===== src/design/slt_pkg.sv =====
// Shared types and constants for the sorted list table.
// No dependencies; every other file in design/ refers to this package.
package slt_pkg;

    localparam int CAPACITY    = 16;
    localparam int VALUE_WIDTH = 32;

    // Fixed field widths of the ports
    localparam int CMD_W      = 2;
    localparam int VALUE_IN_W = 32;
    localparam int STATUS_W   = 2;
    localparam int POS_W      = 4;
    localparam int COUNT_W    = 5;

    // Internal widths derived from the capacity
    localparam int CNT_W = $clog2(CAPACITY + 1);
    localparam int IDX_W = $clog2(CAPACITY);

    typedef enum logic [CMD_W-1:0] {
        CMD_INSERT = 2'd0,
        CMD_FIND   = 2'd1,
        CMD_DELETE = 2'd2,
        CMD_NOP    = 2'd3
    } cmd_t;

    typedef enum logic [STATUS_W-1:0] {
        STS_OK        = 2'd0,
        STS_NOT_FOUND = 2'd1,
        STS_EMPTY     = 2'd2,
        STS_FULL      = 2'd3
    } status_t;

    typedef enum logic [1:0] {
        ST_IDLE    = 2'd0,
        ST_COMPARE = 2'd1,
        ST_COMMIT  = 2'd2
    } state_t;

    typedef enum logic [1:0] {
        OP_NONE   = 2'd0,
        OP_INSERT = 2'd1,
        OP_DELETE = 2'd2
    } op_t;

    // Controller to datapath commands
    typedef struct packed {
        logic    load;
        logic    compare;
        logic    commit;
        op_t     op;
        status_t status;
        logic    use_pos;
    } ctl_cmd_t;

    // Datapath to controller status
    typedef struct packed {
        logic empty;
        logic full;
        logic found;
    } dp_status_t;

endpackage


===== src/design/slt_dpath.sv =====
// Datapath of the sorted list table: row of entry cells, parallel compare, shift update
// and the result register. Depends on slt_pkg.
module slt_dpath
(
    input  logic                          clk,
    input  logic                          rst_n,
    input  logic [slt_pkg::VALUE_IN_W-1:0] value,
    input  slt_pkg::ctl_cmd_t             ctl,
    output slt_pkg::dp_status_t           dps,
    output logic [slt_pkg::STATUS_W-1:0]  status,
    output logic [slt_pkg::POS_W-1:0]     position,
    output logic [slt_pkg::COUNT_W-1:0]   entry_count
);

    logic [slt_pkg::VALUE_WIDTH-1:0] ent_reg  [slt_pkg::CAPACITY];
    logic [slt_pkg::VALUE_WIDTH-1:0] ent_next [slt_pkg::CAPACITY];
    logic [slt_pkg::VALUE_WIDTH-1:0] prev_ent [slt_pkg::CAPACITY];
    logic [slt_pkg::VALUE_WIDTH-1:0] succ_ent [slt_pkg::CAPACITY];
    logic [slt_pkg::VALUE_WIDTH-1:0] key_reg;
    logic [slt_pkg::CNT_W-1:0]       count_reg;
    logic [slt_pkg::CNT_W-1:0]       count_next;
    logic [slt_pkg::CAPACITY-1:0]    lt_reg;
    logic [slt_pkg::CAPACITY-1:0]    lt_next;
    logic [slt_pkg::CAPACITY-1:0]    eq_reg;
    logic [slt_pkg::CAPACITY-1:0]    eq_next;
    logic [slt_pkg::CAPACITY-1:0]    bnd;
    logic [slt_pkg::IDX_W-1:0]       bnd_idx;
    slt_pkg::status_t                status_reg;
    logic [slt_pkg::POS_W-1:0]       position_reg;
    logic [slt_pkg::COUNT_W-1:0]     entry_count_reg;

    // Per-cell compare against the key; cells past the count never match
    always_comb
    begin
        for (int i = 0; i < slt_pkg::CAPACITY; i++)
        begin
            lt_next[i] = (slt_pkg::CNT_W'(i) < count_reg) && (ent_reg[i] < key_reg);
            eq_next[i] = (slt_pkg::CNT_W'(i) < count_reg) && (ent_reg[i] == key_reg);
        end
    end

    // lt is a thermometer: the boundary is the first cell that is not smaller
    always_comb
    begin
        bnd_idx = '0;
        for (int i = 0; i < slt_pkg::CAPACITY; i++)
        begin
            if (i == 0)
            begin
                bnd[i] = !lt_reg[i];
            end
            else
            begin
                bnd[i] = !lt_reg[i] && lt_reg[i-1];
            end
            if (bnd[i])
            begin
                bnd_idx = bnd_idx | slt_pkg::IDX_W'(i);
            end
        end
    end

    assign dps.empty = (count_reg == '0);
    assign dps.full  = (count_reg == slt_pkg::CNT_W'(slt_pkg::CAPACITY));
    assign dps.found = |(bnd & eq_reg);

    // Neighbor taps for shifting up on insert and down on delete
    always_comb
    begin
        prev_ent[0] = key_reg;
        for (int i = 1; i < slt_pkg::CAPACITY; i++)
        begin
            prev_ent[i] = ent_reg[i-1];
        end
        for (int i = 0; i < slt_pkg::CAPACITY - 1; i++)
        begin
            succ_ent[i] = ent_reg[i+1];
        end
        succ_ent[slt_pkg::CAPACITY-1] = ent_reg[slt_pkg::CAPACITY-1];
    end

    always_comb
    begin
        count_next = count_reg;
        for (int i = 0; i < slt_pkg::CAPACITY; i++)
        begin
            ent_next[i] = ent_reg[i];
        end
        case (ctl.op)
            slt_pkg::OP_INSERT:
            begin
                count_next = count_reg + 1'b1;
                for (int i = 0; i < slt_pkg::CAPACITY; i++)
                begin
                    if (bnd[i])
                    begin
                        ent_next[i] = key_reg;
                    end
                    else if (!lt_reg[i])
                    begin
                        ent_next[i] = prev_ent[i];
                    end
                end
            end
            slt_pkg::OP_DELETE:
            begin
                count_next = count_reg - 1'b1;
                for (int i = 0; i < slt_pkg::CAPACITY; i++)
                begin
                    if (!lt_reg[i])
                    begin
                        ent_next[i] = succ_ent[i];
                    end
                end
            end
            default:
            begin
                count_next = count_reg;
            end
        endcase
    end

    always_ff @(posedge clk or negedge rst_n)
    begin
        if (!rst_n)
        begin
            count_reg <= '0;
        end
        else if (ctl.commit)
        begin
            count_reg <= count_next;
        end
    end

    always_ff @(posedge clk)
    begin
        if (ctl.load)
        begin
            key_reg <= slt_pkg::VALUE_WIDTH'(value);
        end
        if (ctl.compare)
        begin
            lt_reg <= lt_next;
            eq_reg <= eq_next;
        end
        if (ctl.commit)
        begin
            for (int i = 0; i < slt_pkg::CAPACITY; i++)
            begin
                ent_reg[i] <= ent_next[i];
            end
            status_reg      <= ctl.status;
            position_reg    <= ctl.use_pos ? slt_pkg::POS_W'(bnd_idx) : '0;
            entry_count_reg <= slt_pkg::COUNT_W'(count_next);
        end
    end

    assign status      = status_reg;
    assign position    = position_reg;
    assign entry_count = entry_count_reg;

    a_count_bound: assert property (@(posedge clk) disable iff (!rst_n)
        count_reg <= slt_pkg::CNT_W'(slt_pkg::CAPACITY))
        else $error("entry count beyond capacity");

    a_insert_room: assert property (@(posedge clk) disable iff (!rst_n)
        (ctl.commit && ctl.op == slt_pkg::OP_INSERT) |-> !dps.full)
        else $error("insert committed into a full table");

    a_delete_hit: assert property (@(posedge clk) disable iff (!rst_n)
        (ctl.commit && ctl.op == slt_pkg::OP_DELETE) |-> (dps.found && !dps.empty))
        else $error("delete committed without a match");

    a_count_step: assert property (@(posedge clk) disable iff (!rst_n)
        (ctl.commit && ctl.op == slt_pkg::OP_INSERT) |=> count_reg == $past(count_reg) + 1'b1)
        else $error("insert did not advance the count");

endmodule


===== src/design/slt_ctrl.sv =====
// Controller of the sorted list table: command sequencing and output valid.
// Depends on slt_pkg; drives slt_dpath through ctl_cmd_t.
module slt_ctrl
(
    input  logic                     clk,
    input  logic                     rst_n,
    input  logic                     in_valid,
    output logic                     in_stall,
    input  logic [slt_pkg::CMD_W-1:0] cmd,
    output logic                     out_valid,
    input  logic                     out_stall,
    output slt_pkg::ctl_cmd_t        ctl,
    input  slt_pkg::dp_status_t      dps
);

    slt_pkg::state_t state_reg;
    slt_pkg::state_t state_next;
    slt_pkg::cmd_t   cmd_reg;
    logic            out_valid_reg;
    logic            out_valid_next;
    logic            accept;
    logic            out_free;

    assign in_stall = (state_reg != slt_pkg::ST_IDLE);
    assign accept   = in_valid && !in_stall;
    assign out_free = !out_valid_reg || !out_stall;

    always_comb
    begin
        state_next     = state_reg;
        ctl.load       = 1'b0;
        ctl.compare    = 1'b0;
        ctl.commit     = 1'b0;
        ctl.op         = slt_pkg::OP_NONE;
        ctl.status     = slt_pkg::STS_OK;
        ctl.use_pos    = 1'b0;
        out_valid_next = out_valid_reg && out_stall;

        // Decode the result for the held command
        case (cmd_reg)
            slt_pkg::CMD_INSERT:
            begin
                if (dps.full)
                begin
                    ctl.status = slt_pkg::STS_FULL;
                end
                else
                begin
                    ctl.op      = slt_pkg::OP_INSERT;
                    ctl.use_pos = 1'b1;
                end
            end
            slt_pkg::CMD_FIND, slt_pkg::CMD_DELETE:
            begin
                if (dps.empty)
                begin
                    ctl.status = slt_pkg::STS_EMPTY;
                end
                else if (!dps.found)
                begin
                    ctl.status = slt_pkg::STS_NOT_FOUND;
                end
                else
                begin
                    ctl.use_pos = 1'b1;
                    if (cmd_reg == slt_pkg::CMD_DELETE)
                    begin
                        ctl.op = slt_pkg::OP_DELETE;
                    end
                end
            end
            default:
            begin
                ctl.status = slt_pkg::STS_OK;
            end
        endcase

        case (state_reg)
            slt_pkg::ST_IDLE:
            begin
                if (accept)
                begin
                    ctl.load   = 1'b1;
                    state_next = slt_pkg::ST_COMPARE;
                end
            end
            slt_pkg::ST_COMPARE:
            begin
                ctl.compare = 1'b1;
                state_next  = slt_pkg::ST_COMMIT;
            end
            slt_pkg::ST_COMMIT:
            begin
                // Hold until the result register is free
                if (out_free)
                begin
                    ctl.commit     = 1'b1;
                    out_valid_next = 1'b1;
                    state_next     = slt_pkg::ST_IDLE;
                end
            end
            default:
            begin
                state_next = slt_pkg::ST_IDLE;
            end
        endcase

        if (!ctl.commit)
        begin
            ctl.op = slt_pkg::OP_NONE;
        end
    end

    always_ff @(posedge clk or negedge rst_n)
    begin
        if (!rst_n)
        begin
            state_reg     <= slt_pkg::ST_IDLE;
            out_valid_reg <= 1'b0;
        end
        else
        begin
            state_reg     <= state_next;
            out_valid_reg <= out_valid_next;
        end
    end

    always_ff @(posedge clk)
    begin
        if (accept)
        begin
            cmd_reg <= slt_pkg::cmd_t'(cmd);
        end
    end

    assign out_valid = out_valid_reg;

    a_commit_free: assert property (@(posedge clk) disable iff (!rst_n)
        ctl.commit |-> !(out_valid_reg && out_stall))
        else $error("result overwritten while stalled");

    a_accept_seq: assert property (@(posedge clk) disable iff (!rst_n)
        accept |=> ##1 (state_reg == slt_pkg::ST_COMMIT))
        else $error("compare step skipped");

    a_commit_valid: assert property (@(posedge clk) disable iff (!rst_n)
        ctl.commit |=> out_valid_reg)
        else $error("committed result not presented");

endmodule


===== src/design/sorted_list_table.sv =====
// Top level of the sorted list table: ties the controller to the datapath.
// Depends on slt_pkg, slt_ctrl and slt_dpath.
//
// Sorted list table: holds up to CAPACITY unsigned keys in ascending order in a
// row of register cells. Each transfer on the input channel carries one command:
// insert (kept sorted, a new key goes ahead of any equal keys already stored),
// find (first occurrence) or delete (first occurrence). Every command yields
// exactly one result transfer with status (ok, not found, empty, full), the
// sorted position of the entry touched (zero unless ok) and the entry count
// after the command. A command passes through capture at the input transfer,
// a registered parallel compare of all cells against the key, and a commit
// that shifts the row and loads the result register; the commit waits while
// an earlier result is still held under stall. A new command is taken only
// once the previous one has committed; a result waiting under stall holds the
// row's update of the next command, not its capture. After reset the table is
// empty; no clearing pass is needed.
module sorted_list_table
(
    input  logic                            clk,
    input  logic                            rst_n,
    input  logic                            in_valid,
    output logic                            in_stall,
    input  logic [slt_pkg::CMD_W-1:0]       cmd,
    input  logic [slt_pkg::VALUE_IN_W-1:0]  value,
    output logic                            out_valid,
    input  logic                            out_stall,
    output logic [slt_pkg::STATUS_W-1:0]    status,
    output logic [slt_pkg::POS_W-1:0]       position,
    output logic [slt_pkg::COUNT_W-1:0]     entry_count
);

    slt_pkg::ctl_cmd_t   ctl;
    slt_pkg::dp_status_t dps;

    // Sequence capture, compare and commit; own the output valid
    slt_ctrl u_ctrl
    (
        .clk       (clk),
        .rst_n     (rst_n),
        .in_valid  (in_valid),
        .in_stall  (in_stall),
        .cmd       (cmd),
        .out_valid (out_valid),
        .out_stall (out_stall),
        .ctl       (ctl),
        .dps       (dps)
    );

    // Hold the entries, compare, shift and register the result payload
    slt_dpath u_dpath
    (
        .clk         (clk),
        .rst_n       (rst_n),
        .value       (value),
        .ctl         (ctl),
        .dps         (dps),
        .status      (status),
        .position    (position),
        .entry_count (entry_count)
    );

endmodule

===== config.mk =====
export PLATFORM = sky130hd
export DESIGN_NAME = sorted_list_table
export DESIGN_NICKNAME = d
export VERILOG_FILES = /design/src/design/slt_pkg.sv /design/src/design/slt_dpath.sv /design/src/design/slt_ctrl.sv /design/src/design/sorted_list_table.sv
export SDC_FILE = /design/constraint.sdc
export NUM_CORES = 2
export LEC_CHECK = 0
export BUFFER_PORTS_ARGS = -buffer_cell sky130_fd_sc_hd__buf_2
export CAP_MARGIN = 15
export CELL_PAD_IN_SITES_DETAIL_PLACEMENT = 1
export CELL_PAD_IN_SITES_GLOBAL_PLACEMENT = 1
export CORE_ASPECT_RATIO = 0.75
export CORE_MARGIN = 2
export CORE_UTILIZATION = 50
export CTS_BUF_LIST = sky130_fd_sc_hd__clkbuf_8
export CTS_CLUSTER_DIAMETER = 200
export DETAILED_ROUTE_END_ITERATION = 7
export PLACE_DENSITY = 0.86
export SLEW_MARGIN = 10
export SYNTH_ARGS = -nofsm -noshare
export SYNTH_HDL_FRONTEND = slang
export SYNTH_SLANG_ARGS = --single-unit
export TNS_END_PERCENT = 100

===== constraint.sdc =====
create_clock -name clk -period 8 [get_ports clk]
set_clock_uncertainty 0.1 [all_clocks]
set_input_delay 1.2 -clock clk [delete_from_list [all_inputs] [get_ports clk]]
set_output_delay 1.2 -clock clk [all_outputs]
set_load 0.01 [all_outputs]

==> load_flow_metrics.sql <==
INSERT INTO impl_metrics (metric_group, metric, value, unit) VALUES
('setup_path', 'worstRegToRegCells', '9', ''),
('place', 'globalplace.congestion', '0.923', ''),
('grt', 'largest_net_degree_at_the_start_of_global_routing', '285', ''),
('timing', 'timing.final.ws_setup', '2.50', 'ns'),
('grt', 'antenna_found_initial', '4', ''),
('timing', 'achievable-frequency', '182', 'MHz'),
('setup_path', 'cp-start-kind', 'flip-flop', ''),
('outcome', 'outcome', 'completed', ''),
('cells_and_area', 'mostFrequentLayoutCell', 'sky130_fd_sc_hd__nand2_1', ''),
('timing', 'final.setup.tns', '0', 'ns'),
('route', 'detail_route.first_pass.iterations', '5', ''),
('place', 'setup_slack_at_placement', '2.26', 'ns'),
('timing', 'slew_violations', '0', ''),
('setup_path', 'reg2reg_setup_slack', '2.50', 'ns'),
('die', 'placeableCoreArea', '78600', 'um^2'),
('route', 'viasPerCell', '6.56', ''),
('clocking', 'htree_num_levels', '3', ''),
('die', 'die_w', '329', 'um'),
('yosys', 'total_standard_cell_area_after_synthesis', '39700', 'um^2'),
('cells_and_area', 'share_of_layout_cells_above_drive_strength_1', '7.19', '%'),
('setup_path', 'critPathMaxFanout', '126', ''),
('cells_and_area', 'most_used_cells_in_the_layout_excluding_fill_and_tap_cells', '647 x sky130_fd_sc_hd__nand2_1, 626 x sky130_fd_sc_hd__a21oi_1, 589 x sky130_fd_sc_hd__edfxtp_1, 526 x sky130_fd_sc_hd__o21ai_0, 520 x sky130_fd_sc_hd__ha_1', ''),
('grt', 'grt_usage', '33.6', '%'),
('clocking', 'root_buf_cell', 'sky130_fd_sc_hd__clkbuf_8', ''),
('setup_path', 'worst_ep_required_time', '8.37', 'ns'),
('route', 'detailroute.wirelength.met2', '62800', 'um'),
('yosys', 'sequential_fraction_of_the_synthesis_area', '45.1', '%'),
('cells_and_area', 'largest_register_ff_count', '512', ''),
('clocking', 'postCtsSetupBuffers', '0', ''),
('clocking', 'clkTransAtPathRegs', '0.09', 'ns'),
('power', 'vdd_ir_max', '177', 'uV'),
('run', 'cap_violations', '0', ''),
('setup_path', 'reg2reg_from', 'u_dpath.lt_reg[8]', ''),
('timing', 'holdWs', '0.209', 'ns'),
('cells_and_area', 'area_delta_synth_final', '8.98', '%'),
('grt', 'globalRoute.totalOverflow', '0', ''),
('die', 'ioPinCount', '51', ''),
('place', 'dp.final_hpwl', '97900', 'um'),
('setup_path', 'cp_data_arrival_time', '5.87', 'ns'),
('grt', 'grt_pass1_wl', '210000', 'um'),
('route', 'detailedRoute.firstIterationViolations', '4083', ''),
('hold_path', 'hold_class', 'input pin to async pin', ''),
('yosys', 'yosys_most_used_dff', 'sky130_fd_sc_hd__edfxtp_1', ''),
('cells_and_area', 'fillCellCount', '8989', ''),
('timing', 'final_min_period_over_clock_period', '68.8', '%'),
('route', 'num_vias', '35300', ''),
('clocking', 'tritoncts', 'built', ''),
('cells_and_area', 'instances_no_fill', '5377', ''),
('power', 'cellPowerDensity', '204', 'nW/um^2'),
('route', 'routed_wirelength', '141000', 'um'),
('cells_and_area', 'multi_input_area', '20800', 'um^2'),
('yosys', 'yosysWarningCount', '0', ''),
('die', 'initial_utilization', '50.5', '%'),
('cells_and_area', 'seq_area', '17900', 'um^2'),
('yosys', 'synth-edff-count', '589', ''),
('yosys', 'synthesis.area_per_instance', '9.29', 'um^2'),
('yosys', 'synthesis.nets', '4831', ''),
('clocking', 'postCtsResizedCells', '0', ''),
('timing', 'worstMarginPinSlew', '1.32', 'ns'),
('route', 'met3_length', '14100', 'um'),
('timing', 'worst_slew_margin_rel', '11.1', '%'),
('timing', 'rsz_0062_raised_after_global_routing', 'false', ''),
('route', 'routedWlPerCell', '26.2', 'um'),
('route', 'routed.top_layer', 'met5', ''),
('clocking', 'clock_sink_count', '597', ''),
('place', 'number_of_placed_instances_with_taps_included', '5170', ''),
('clocking', 'hold_buffers', '0', ''),
('grt', 'grt_pass1_vias', '35400', ''),
('die', 'die_area', '81700', 'um^2'),
('route', 'm1WireLength', '59900', 'um'),
('yosys', 'synthesis.instances', '4272', '');
power breakdown:
part / switching (W) / internal [W]
logic: 0.00148 / 0.000687
registers: 0.000143 / 0.00367
clock network: 0.00142 / 0.00143
layer usage:
layer | GRT usage (%) | vias up
met5 | 0 | -
met2 | 52.1 | 1701
met4 | 10.6 | 4
met3 | 6.83 | 303
li1 | - | 15700
met1 | 47.2 | 17600
synthesized netlist by cell type (13+ instances only):
master | number | share of area, %
sky130_fd_sc_hd__buf_2 | 26 | 0.33
sky130_fd_sc_hd__a211oi_1 | 14 | 0.26
sky130_fd_sc_hd__a21o_1 | 56 | 1.1
sky130_fd_sc_hd__nor2b_1 | 23 | 0.36
sky130_fd_sc_hd__and4_1 | 24 | 0.53
sky130_fd_sc_hd__nor2_1 | 457 | 4.3
sky130_fd_sc_hd__buf_1 | 26 | 0.25
sky130_fd_sc_hd__nand2_1 | 647 | 6.1
sky130_fd_sc_hd__a21oi_1 | 641 | 8.1
sky130_fd_sc_hd__nand4_1 | 96 | 1.5
sky130_fd_sc_hd__mux2i_1 | 40 | 1.0
sky130_fd_sc_hd__nor3_1 | 15 | 0.19
sky130_fd_sc_hd__a221oi_1 | 14 | 0.31
sky130_fd_sc_hd__o211ai_1 | 13 | 0.25
sky130_fd_sc_hd__ha_1 | 521 | 16
sky130_fd_sc_hd__clkbuf_1 | 207 | 2.0
sky130_fd_sc_hd__o21ai_0 | 526 | 6.6
sky130_fd_sc_hd__inv_1 | 73 | 0.69
sky130_fd_sc_hd__nand3_1 | 61 | 0.77
sky130_fd_sc_hd__nor4_1 | 25 | 0.39
sky130_fd_sc_hd__edfxtp_1 | 589 | 45
sky130_fd_sc_hd__a21boi_0 | 16 | 0.30
sky130_fd_sc_hd__nand2b_1 | 18 | 0.28
layout make-up:
cell class / instances / share of cell area [%]
Multi-Input combinational cell: 3342 / 48.1
Sequential cell: 597 / 41.4
Clock buffer: 110 / 3.50
Tap cell: 1046 / 3.03
Timing Repair Buffer: 123 / 2.30
Clock inverter: 81 / 1.08
Inverter: 73 / 0.634
Antenna cell: 5 / 0.0289
kinds of logic after synthesis:
family | synth area share (%)
AO/OA/AOI/OAI | 18.6
AND/OR/NAND/NOR | 15.4
XOR/XNOR | 0.0441
adder cells (fa/ha/maj) | 16.4
buffers and inverters | 3.24
multiplexers | 1.24
flip-flops | 45.1
critical path, cell delays in order, from the launching register on:
cell and delay [ns]:
sky130_fd_sc_hd__edfxtp_1 0.51, sky130_fd_sc_hd__nand2b_4 0.53, sky130_fd_sc_hd__o2bb2ai_1 0.40, sky130_fd_sc_hd__nor4_1 0.13
sky130_fd_sc_hd__a31o_2 0.27, sky130_fd_sc_hd__nor4b_1 0.50, sky130_fd_sc_hd__ha_4 0.64, sky130_fd_sc_hd__buf_4 0.78
sky130_fd_sc_hd__buf_4 0.92, sky130_fd_sc_hd__o21ai_0 0.26
worst max path at each step:
| stage | start | end | slack, ns |
|---|---|---|---|
| after floorplan | out_stall | u_dpath.ent_reg[15][0] | 1.45 |
| after detailed placement | u_dpath.lt_reg[5] | u_dpath.ent_reg[0][27] | 2.26 |
| after global placement | u_dpath.lt_reg[5] | u_dpath.ent_reg[1][18] | 2.53 |
| final | u_dpath.lt_reg[8] | u_dpath.ent_reg[1][21] | 2.50 |
| after global routing | u_dpath.lt_reg[8] | u_dpath.ent_reg[1][24] | 2.18 |
| after CTS | u_dpath.lt_reg[5] | u_dpath.ent_reg[1][17] | 2.27 |
through the flow:
stage	area, um^2	power (W)	utilization, %
6_report	43200	0.00882	55.0
5_1_grt	43200	0.00918	55.0
4_1_cts	43000	0.00874	54.6
3_5_place_dp	41000	0.00593	52.1
3_3_place_gp	41000	0.00576	52.1
2_1_floorplan	39700	0.00517	-
Power figures use the tool's default switching activity.
